## config.mk

```make
export PLATFORM = sky130hd
export DESIGN_NAME = sorted_priority_queue
export DESIGN_NICKNAME = d
export VERILOG_FILES = /design/src/hdl/spq_pkg.sv /design/src/hdl/spq_cell.sv /design/src/hdl/sorted_priority_queue.sv
export SDC_FILE = /design/constraint.sdc
export NUM_CORES = 1
export LEC_CHECK = 0
export BUFFER_PORTS_ARGS = -buffer_cell sky130_fd_sc_hd__buf_2
export CELL_PAD_IN_SITES_DETAIL_PLACEMENT = 2
export CELL_PAD_IN_SITES_GLOBAL_PLACEMENT = 2
export CORE_AREA = 5 5 297 212
export DETAILED_ROUTE_END_ITERATION = 8
export DIE_AREA = 0 0 302 217
export PLACE_DENSITY = 0.82
export SLEW_MARGIN = 20
export SYNTH_ARGS = -nofsm -noshare
export SYNTH_HDL_FRONTEND = slang
export SYNTH_SLANG_ARGS = --single-unit
```

## constraint.sdc

```tcl
create_clock -name clk -period 5.2 [get_ports clk]
set_clock_uncertainty 0.1 [all_clocks]
set_input_delay 0.26 -clock clk [delete_from_list [all_inputs] [get_ports clk]]
set_output_delay 0.26 -clock clk [all_outputs]
set_load 0.02 [all_outputs]
```

## src/hdl/spq_pkg.sv

```systemverilog
`timescale 1ns / 1ps

package spq_pkg;

  // Number of entries the queue holds, one cell per entry.
  localparam int unsigned CAPACITY = 8;

  // Field widths.
  localparam int unsigned PRIO_W = 16;
  localparam int unsigned DATA_W = 32;
  localparam int unsigned OCC_W  = 4;

  // The entry count has to reach CAPACITY itself.
  localparam int unsigned CNT_W = $clog2(CAPACITY + 1);

  // Operation codes of an input word.
  typedef enum logic [0:0] {
    OP_PUSH = 1'b0,
    OP_POP  = 1'b1
  } op_t;

  // Status codes of a result word.
  typedef enum logic [1:0] {
    ST_DONE  = 2'd0,
    ST_FULL  = 2'd1,
    ST_EMPTY = 2'd2
  } status_t;

  // One queue entry: priority and data word.
  typedef struct packed {
    logic [PRIO_W-1:0]        prio;
    logic signed [DATA_W-1:0] data;
  } entry_t;

  // Command broadcast to every cell in a cycle.
  typedef struct packed {
    logic push;
    logic pop;
  } cell_cmd_t;

endpackage : spq_pkg

```

## src/hdl/spq_cell.sv

```systemverilog
`timescale 1ns / 1ps

// One slot of the sorted chain. On a push the cell keeps its entry when it
// outranks or ties the new one, otherwise it takes either the new entry or
// its left neighbor's entry. On a pop it takes its right neighbor's entry.
module spq_cell (
  input  logic              clk,
  input  spq_pkg::cell_cmd_t cmd,
  input  spq_pkg::entry_t   new_entry,
  input  logic              occupied,
  input  logic              left_ge,
  input  spq_pkg::entry_t   left_entry,
  input  spq_pkg::entry_t   right_entry,
  output logic              ge,
  output spq_pkg::entry_t   entry
);

  spq_pkg::entry_t entry_r;
  spq_pkg::entry_t entry_nxt;

  // The held entry stays in front of the new one when its priority is at
  // least as high, which keeps equal priorities in arrival order.
  assign ge = occupied && (entry_r.prio >= new_entry.prio);

  // Choose the next content of this slot.
  always_comb begin
    entry_nxt = entry_r;
    if (cmd.push) begin
      if (ge) begin
        entry_nxt = entry_r;
      end else if (left_ge) begin
        entry_nxt = new_entry;
      end else begin
        entry_nxt = left_entry;
      end
    end else if (cmd.pop) begin
      entry_nxt = right_entry;
    end
  end

  // Payload register, no reset needed.
  always_ff @(posedge clk) begin
    entry_r <= entry_nxt;
  end

  assign entry = entry_r;

endmodule : spq_cell

```

## src/hdl/sorted_priority_queue.sv

```systemverilog
`timescale 1ns / 1ps
// A result word appears in the cycle after its input word is accepted.
// Throughput: one input word per cycle; busy stays low, since every cell of
// the chain compares and shifts in the same cycle.
// Reset: synchronous, active low; it empties the queue and clears the strobe.
// The receiver cannot stall: each result is shown for exactly one cycle.
module sorted_priority_queue (
  input  logic                                clk,
  input  logic                                rst_n,
  input  logic                                start,
  output logic                                busy,
  input  logic                                in_op,
  input  logic [spq_pkg::PRIO_W-1:0]          in_push_priority,
  input  logic signed [spq_pkg::DATA_W-1:0]   in_push_data,
  output logic                                out_valid,
  output logic [1:0]                          out_status,
  output logic [spq_pkg::PRIO_W-1:0]          out_pop_priority,
  output logic signed [spq_pkg::DATA_W-1:0]   out_pop_data,
  output logic [spq_pkg::OCC_W-1:0]           out_occupancy
);

  logic                          accept;
  logic                          push_ok;
  logic                          pop_ok;
  logic                          is_full;
  logic                          is_empty;
  logic [spq_pkg::CNT_W-1:0]     count_r;
  logic [spq_pkg::CNT_W-1:0]     count_nxt;
  spq_pkg::cell_cmd_t            cmd;
  spq_pkg::entry_t               new_entry;
  spq_pkg::entry_t               cell_entry [spq_pkg::CAPACITY];
  logic [spq_pkg::CAPACITY-1:0]  cell_ge;

  logic                          out_valid_r;
  spq_pkg::status_t              status_r;
  spq_pkg::status_t              status_nxt;
  logic [spq_pkg::PRIO_W-1:0]    pop_prio_r;
  logic [spq_pkg::PRIO_W-1:0]    pop_prio_nxt;
  logic signed [spq_pkg::DATA_W-1:0] pop_data_r;
  logic signed [spq_pkg::DATA_W-1:0] pop_data_nxt;
  logic [spq_pkg::OCC_W-1:0]     occ_r;

  // The chain finishes every word as it arrives, so the block is never busy.
  assign busy   = 1'b0;
  assign accept = start && !busy;

  assign is_full  = (count_r == spq_pkg::CNT_W'(spq_pkg::CAPACITY));
  assign is_empty = (count_r == '0);
  assign push_ok  = accept && (in_op == spq_pkg::OP_PUSH) && !is_full;
  assign pop_ok   = accept && (in_op == spq_pkg::OP_POP) && !is_empty;

  assign cmd.push  = push_ok;
  assign cmd.pop   = pop_ok;
  assign new_entry.prio = in_push_priority;
  assign new_entry.data = in_push_data;

  // Row of cells; cell 0 is the front of the queue.
  for (genvar i = 0; i < spq_pkg::CAPACITY; i++) begin : g_cell
    logic            left_ge;
    spq_pkg::entry_t left_entry;
    spq_pkg::entry_t right_entry;

    if (i == 0) begin : g_first
      assign left_ge    = 1'b1;
      assign left_entry = new_entry;
    end else begin : g_inner
      assign left_ge    = cell_ge[i-1];
      assign left_entry = cell_entry[i-1];
    end

    if (i == spq_pkg::CAPACITY - 1) begin : g_last
      assign right_entry = new_entry;
    end else begin : g_body
      assign right_entry = cell_entry[i+1];
    end

    spq_cell u_cell (
      .clk         (clk),
      .cmd         (cmd),
      .new_entry   (new_entry),
      .occupied    (spq_pkg::CNT_W'(i) < count_r),
      .left_ge     (left_ge),
      .left_entry  (left_entry),
      .right_entry (right_entry),
      .ge          (cell_ge[i]),
      .entry       (cell_entry[i])
    );
  end

  // Entry count and the next result word.
  always_comb begin
    count_nxt    = count_r;
    status_nxt   = spq_pkg::ST_DONE;
    pop_prio_nxt = '0;
    pop_data_nxt = '0;
    if (push_ok) begin
      count_nxt = count_r + 1'b1;
    end else if (pop_ok) begin
      count_nxt    = count_r - 1'b1;
      pop_prio_nxt = cell_entry[0].prio;
      pop_data_nxt = cell_entry[0].data;
    end else if (in_op == spq_pkg::OP_PUSH) begin
      status_nxt = spq_pkg::ST_FULL;
    end else begin
      status_nxt = spq_pkg::ST_EMPTY;
    end
  end

  // Control state.
  always_ff @(posedge clk) begin
    if (!rst_n) begin
      count_r     <= '0;
      out_valid_r <= 1'b0;
    end else begin
      out_valid_r <= accept;
      if (accept) begin
        count_r <= count_nxt;
      end
    end
  end

  // Result payload registers.
  always_ff @(posedge clk) begin
    if (accept) begin
      status_r   <= status_nxt;
      pop_prio_r <= pop_prio_nxt;
      pop_data_r <= pop_data_nxt;
      occ_r      <= spq_pkg::OCC_W'(count_nxt);
    end
  end

  assign out_valid        = out_valid_r;
  assign out_status       = status_r;
  assign out_pop_priority = pop_prio_r;
  assign out_pop_data     = pop_data_r;
  assign out_occupancy    = occ_r;

endmodule : sorted_priority_queue

```

Yosys cells after proc, flatten, opt, wreduce, memory -nomap -nowiden
Cells that the tools add are included.
{"block": "totals", "reg_bits": 443, "in_bits": 52, "out_inout_bits": 56, "wordCells": 111}
{"block": "op_classes", "n_addsub": 2, "order_cmp": 16, "n_eq_ne": 9, "mux": 34, "bitwise_logic": 2, "reduce_logical": 26}
{"op": "48-bit two-way mux", "count": 31}
{"op": "16-bit greater-or-equal comparator", "count": 8}
{"op": "3-bit by 4-bit less-than comparator with 1-bit output, first input constant", "count": 4}
{"op": "2-bit inequality test, second input constant", "count": 8}
{"op": "2-bit AND reduction", "count": 8}
{"op": "1-bit logical AND", "count": 12}
{"op": "1-bit by 4-bit less-than comparator with 1-bit output, first input constant", "count": 2}
{"op": "2-bit by 4-bit less-than comparator with 1-bit output, first input constant", "count": 2}
{"op": "4-bit two-way mux", "count": 2}
{"op": "4-bit by 1-bit adder with 4-bit output, second input constant", "count": 1}
{"op": "4-bit == test, second input constant", "count": 1}
{"op": "4-bit zero test", "count": 1}
{"op": "2-bit OR reduction", "count": 2}
{"op": "4-bit by 1-bit subtractor with 4-bit output, second input constant", "count": 1}
{"op": "1-bit zero test", "count": 2}
{"op": "2-bit two-way mux", "count": 1}
{"op": "1-bit inverter", "count": 2}
{"op": "2-bit nonzero test", "count": 1}

Logic depth before layout (Yosys ltp)
{"block": "depth", "ltp_word": 5, "depth_mapped": 10, "depth_no_buf": 8}

Modules after synthesis
A second synthesis with hierarchy kept.
{"block": "hier_totals", "hier_cells": 2309, "area_unflattened_um2": 25403.1}
{"module": "spq_cell at g_cell[0].u_cell ...", "n_inst": 5, "cells_per_inst": 266, "area_each_um2": 2861.5, "seq_area_each_um2": 1441.4}
{"module": "spq_cell at g_cell[6].u_cell ...", "n_inst": 2, "cells_per_inst": 267, "area_each_um2": 2874.0, "seq_area_each_um2": 1441.4}
{"module": "spq_cell at g_cell[1].u_cell", "n_inst": 1, "cells_per_inst": 267, "area_each_um2": 2862.7, "seq_area_each_um2": 1441.4}
{"module": "sorted_priority_queue", "n_inst": 1, "cells_per_inst": 178, "area_each_um2": 2484.9, "seq_area_each_um2": 1721.7}

Worst setup path after synthesis
OpenSTA, ideal clock, no wires.
{"block": "synth_path", "path_type": "register to register", "startpoint": "register count_r[0] (netlist name)", "endpoint": "register g_cell[7].u_cell.entry_r (netlist bit g_cell[7].u_cell.entry[0]) (enable)", "setup_time_ns": 0.475, "arrival_time_ns": 4.002, "required_ns": 4.625, "slack_ns": 0.623, "stages_incl_launch_ff": 10, "path_buffers": 2, "synth_period_minus_slack_ns": 4.577, "path_cell_list": "dfxtp_1 inv_1 ha_1 nand3b_1 nand2b_1 buf_2 buf_2 nor3_1 o211ai_1 o221ai_1"}
{"block": "synth_between", "elab_chain_len": 5, "elab_cells_between_ends": 11, "classes_between": "1 x order compare; 2 x eq/ne; 8 x reduce/logical"}
{"item": "from (decl)", "line_no": "sorted_priority_queue.sv:27", "rtl": "logic [spq_pkg::CNT_W-1:0] count_r;"}
{"item": "from (signal assigned)", "line_no": "sorted_priority_queue.sv:117", "rtl": "count_r <= count_nxt;"}
{"item": "parallel branches: the longest is 4 deep, another holds 3-bit by 4-bit less-than comparator with 1-bit output"}
{"item": "2-bit AND reduction (no source line) *"}
{"item": "to (signal assigned)", "line_no": "spq_cell.sv:43", "rtl": "entry_r <= entry_nxt;"}
{"item": "to (decl)", "line_no": "spq_cell.sv:18", "rtl": "spq_pkg::entry_t entry_r;"}
Mark *: on every way between the ends.
A chain may end at the register's enable or synchronous reset.

Final worst setup path
{"block": "layout_path", "startpoint": "input in_push_priority[13] (netlist name)", "endpoint": "register g_cell[5].u_cell.entry_r (netlist bit g_cell[5].u_cell.entry[37]) (enable)"}
{"block": "layout_between", "elab_chain_len": 4}
{"item": "from (decl)", "line_no": "sorted_priority_queue.sv:13", "rtl": "input logic [spq_pkg::PRIO_W-1:0] in_push_priority,"}
{"item": "16-bit greater-or-equal comparator", "line_no": "spq_cell.sv:23", "rtl": "assign ge = occupied && (entry_r.prio >= new_entry.prio);"}
{"item": "1-bit logical AND", "line_no": "spq_cell.sv:23"}
{"item": "2-bit inequality test (no source line)"}
{"item": "2-bit AND reduction (no source line)"}
{"item": "to (signal assigned)", "line_no": "spq_cell.sv:43"}
{"item": "to (decl)", "line_no": "spq_cell.sv:18"}
Every way passes these cells.

==> reports/qor.yml <==
placed_design:
  place_area_sq_um: 25600
  gp_congestion: 0.892
  numPortBuffers: 106
  hpwl_mm: 62.0
synth:
  ys.flop_type: "edfxtp_1"
  synth_area_leaders: "edfxtp_1 53%, ha_1 6.6%, a31oi_1 6.2%"
  yosysTopAreaCell: "edfxtp_1"
  syn_nets: 2524
  synth_edf_count: 438
  yosys.area.top_type_share_pct: 53.2
  syn_area_sq_um: 24700
  ys_seq_area_share_pct: 53.6
  ys_warn_count: 0
  avgSynthCellArea_sq_um: 10.6
  synth.ff_latch_count: 443
  synth_cell_types: 64
  syn_inst: 2341
  async_flop_share_pct: 0
outcome:
  outcome: "finished clean"
timing:
  final_max_slew_viol_count: 0
  setup_viol: 0
  slew_headroom_pct: 6.53
  rsz0062_at_grt: "false"
  hold-worst-slack_ps: 35.6
  tns_ps: 0
  fin_crit_ps: 4190
  fmax_ghz: 0.239
  tightestPinTransition_ps: 1400
  finalHoldViolations: 0
  period_share_pct: 80.5
setup_path:
  r2r_start: "count_r[1]$_SDFFE_PN0P_"
  crit_type: "in2reg"
  critical-path-slowest-cell: "a21oi_4"
  crit_top_cell: "a21oi_1"
  cp_max_fo: 23
  cp_cell_sequence: "dlygate4sd3_1 > buf_2 > inv_1 > ha_1 > a21oi_1 > o21ai_0 > a21oi_1 > o211ai_1 > a21oi_4 > or2_2 > buf_4"
  worstPathRequired_ps: 5320
  cpPeakStageDelay_ps: 930
  endpoint_kind: "flop"
  setup.worst_path.start: "in_push_priority[13]"
  worstPathArrival_ps: 4300
  cp-start-kind: "primary input"
routing:
  totalWireLength_mm: 102
  drc_errors: 0
  vias: 21500
  firstDrtPassIters: 5
  drt-wirelength-per-cell_um: 32.0
  ant_nets: 0
  vias_per_cell: 6.74
  first_iter_violations: 2589
floorplanning:
  fp.dieH_um: 217
  core_area_sq_um: 59500
  pin_count: 108
  die_x_um: 302
  fp-row-count: 75
  initial_core_util_pct: 41.6
  dieArea_sq_um: 65500
final_layout:
  n_fill_cell: 6076
  final_net_count: 2525
  area_growth_pct: 10.5
  final_cell_mix: "438 x edfxtp_1, 273 x o21ai_0, 250 x nor2_1"
  final_area_sq_um: 27300
  diodes: 0
  drive_above_1_share_pct: 12.6
  layout_commonest_cell: "edfxtp_1"
clock_tree:
  h-tree-depth: 2
  clk_latency_ps: 610
  cts_buffer_depth: 3
  cts_buffers: 47
  cts.clk_slew.worst_paths_ps: 60
  cts_sinks: 443
  cts_tree: "built"
  cts_setup_buffers: 0
  cts_root_buf: "clkbuf_16"
global_route:
  grt_max_degree: 246
  grt_overflow: 0
  grt_use_total_pct: 30.3
  grt_pass1_vias: 22800
  grt_first_pass_wirelength_mm: 151
  antenna_found_initial: 2
flow_run:
  cap_violations: 0
pwr:
  power.density_cell_area_nw_per_um2: 480
  p_leak_nw: 9.88
  ir_drop_v: 0.000264
worst_hold_path:
  min_from: "in_push_data[20]"
  hp-class: "in2reg"
==> cell families (layout without fill, tap and decap cells) <==
logic type                 after synthesis  in the layout  synth area share (%)
other                                    1              1                0.0152
AOI/OAI and AO/OA                      891            891                  21.5
adders and majority gates              131            131                  6.63
muxes                                   48             48                  2.19
DFF                                    443            443                  53.6
and+or+nand+nor                        564            564                  10.4
buffers and inverters                  260            299                  5.58
xor gates and xnor gates                 3              3                 0.106
==> power breakdown <==
group / switching (W) / internal (W)
logic: 0.00320 / 0.00111
clock network: 0.00154 / 0.00179
registers: 0.000510 / 0.00496
==> path summary, 6_finish.rpt <==
check | slack [ps] | depth (start not counted) | to
setup / recovery | 1010 | 11 | g_cell[5].u_cell.entry[37]$_DFFE_PP_
setup reg to reg | 1040 | 8 | g_cell[4].u_cell.entry[6]$_DFFE_PP_
hold / removal | 40 | 2 | g_cell[7].u_cell.entry[20]$_DFFE_PP_
hold reg to reg | 440 | 2 | g_cell[0].u_cell.entry[30]$_DFFE_PP_
==> cell usage after synthesis, drive strengths merged (6+ instances only) <==
| cell type | number |
|---|---|
| inv | 32 |
| clkdlybuf4s50 | 24 |
| clkbuf | 151 |
| nand2 | 133 |
| or3 | 17 |
| a221o | 49 |
| buf | 51 |
| nor2b | 6 |
| edfxtp | 438 |
| ha | 131 |
| nor2 | 253 |
| a21o | 14 |
| a31oi | 245 |
| nand2b | 10 |
| o211ai | 38 |
| o21ai | 284 |
| and2 | 99 |
| nand4 | 21 |
| a211oi | 7 |
| nor3 | 7 |
| mux2 | 48 |
| a21oi | 226 |
| nand3 | 7 |
==> worst max-delay path: cells and delay by family <==
family	cells	cell delay, ps
simple gates	1	280
compound gates	5	1860
fa+ha+maj	1	340
buf+inv	4	1520
==> repair_timing <==
action / in CTS / in global routing
hold endpoints to repair: 68 / 0
endpoints found under the setup margin: 0 / 0
gates resized for setup: 0 / 0
hold buffers: 33 / 0
==> sequential cells by signal, indices dropped and copies added, names as in the netlist <==
name	cells
g_cell.u_cell.entry	384
out_pop_data	32
out_pop_priority	16
count_r	4
out_occupancy	4
out_status	2
out_valid	1
==> through the flow <==
step	utilization, %	total power [W]	worst slack (ps)	instances
global placement	42.9	0.00928	961	3066
CTS	45.9	0.0130	1030	3187
detailed placement	43.0	0.00960	999	3067
global route	45.9	0.0135	860	3188
floorplan	-	0.00772	623	2341
finish	45.9	0.0131	1010	3188
==> layout make-up <==
type / instances / area (sq um) / area share (%)
flip-flops and latches: 443 / 13300 / 48.5
multi-input cells: 1638 / 10300 / 37.6
repair buffers: 180 / 1250 / 4.59
clock buffers: 61 / 1240 / 4.53
well taps: 808 / 1010 / 3.70
clock inverters: 26 / 193 / 0.705
inverters: 32 / 120 / 0.439
==> per-layer routing <==
| layer | GRT usage [%] | vias up | share of wire (%) |
|---|---|---|---|
| met1 | 42.3 | 11200 | 42 |
| li1 | - | 8866 | - |
| met3 | 9.33 | 191 | 12 |
| met5 | 0 | - | 0.035 |
| met4 | 9.75 | 6 | 3.0 |
| met2 | 45.2 | 1269 | 43 |
No activity file was read; power rests on OpenSTA's default activity.
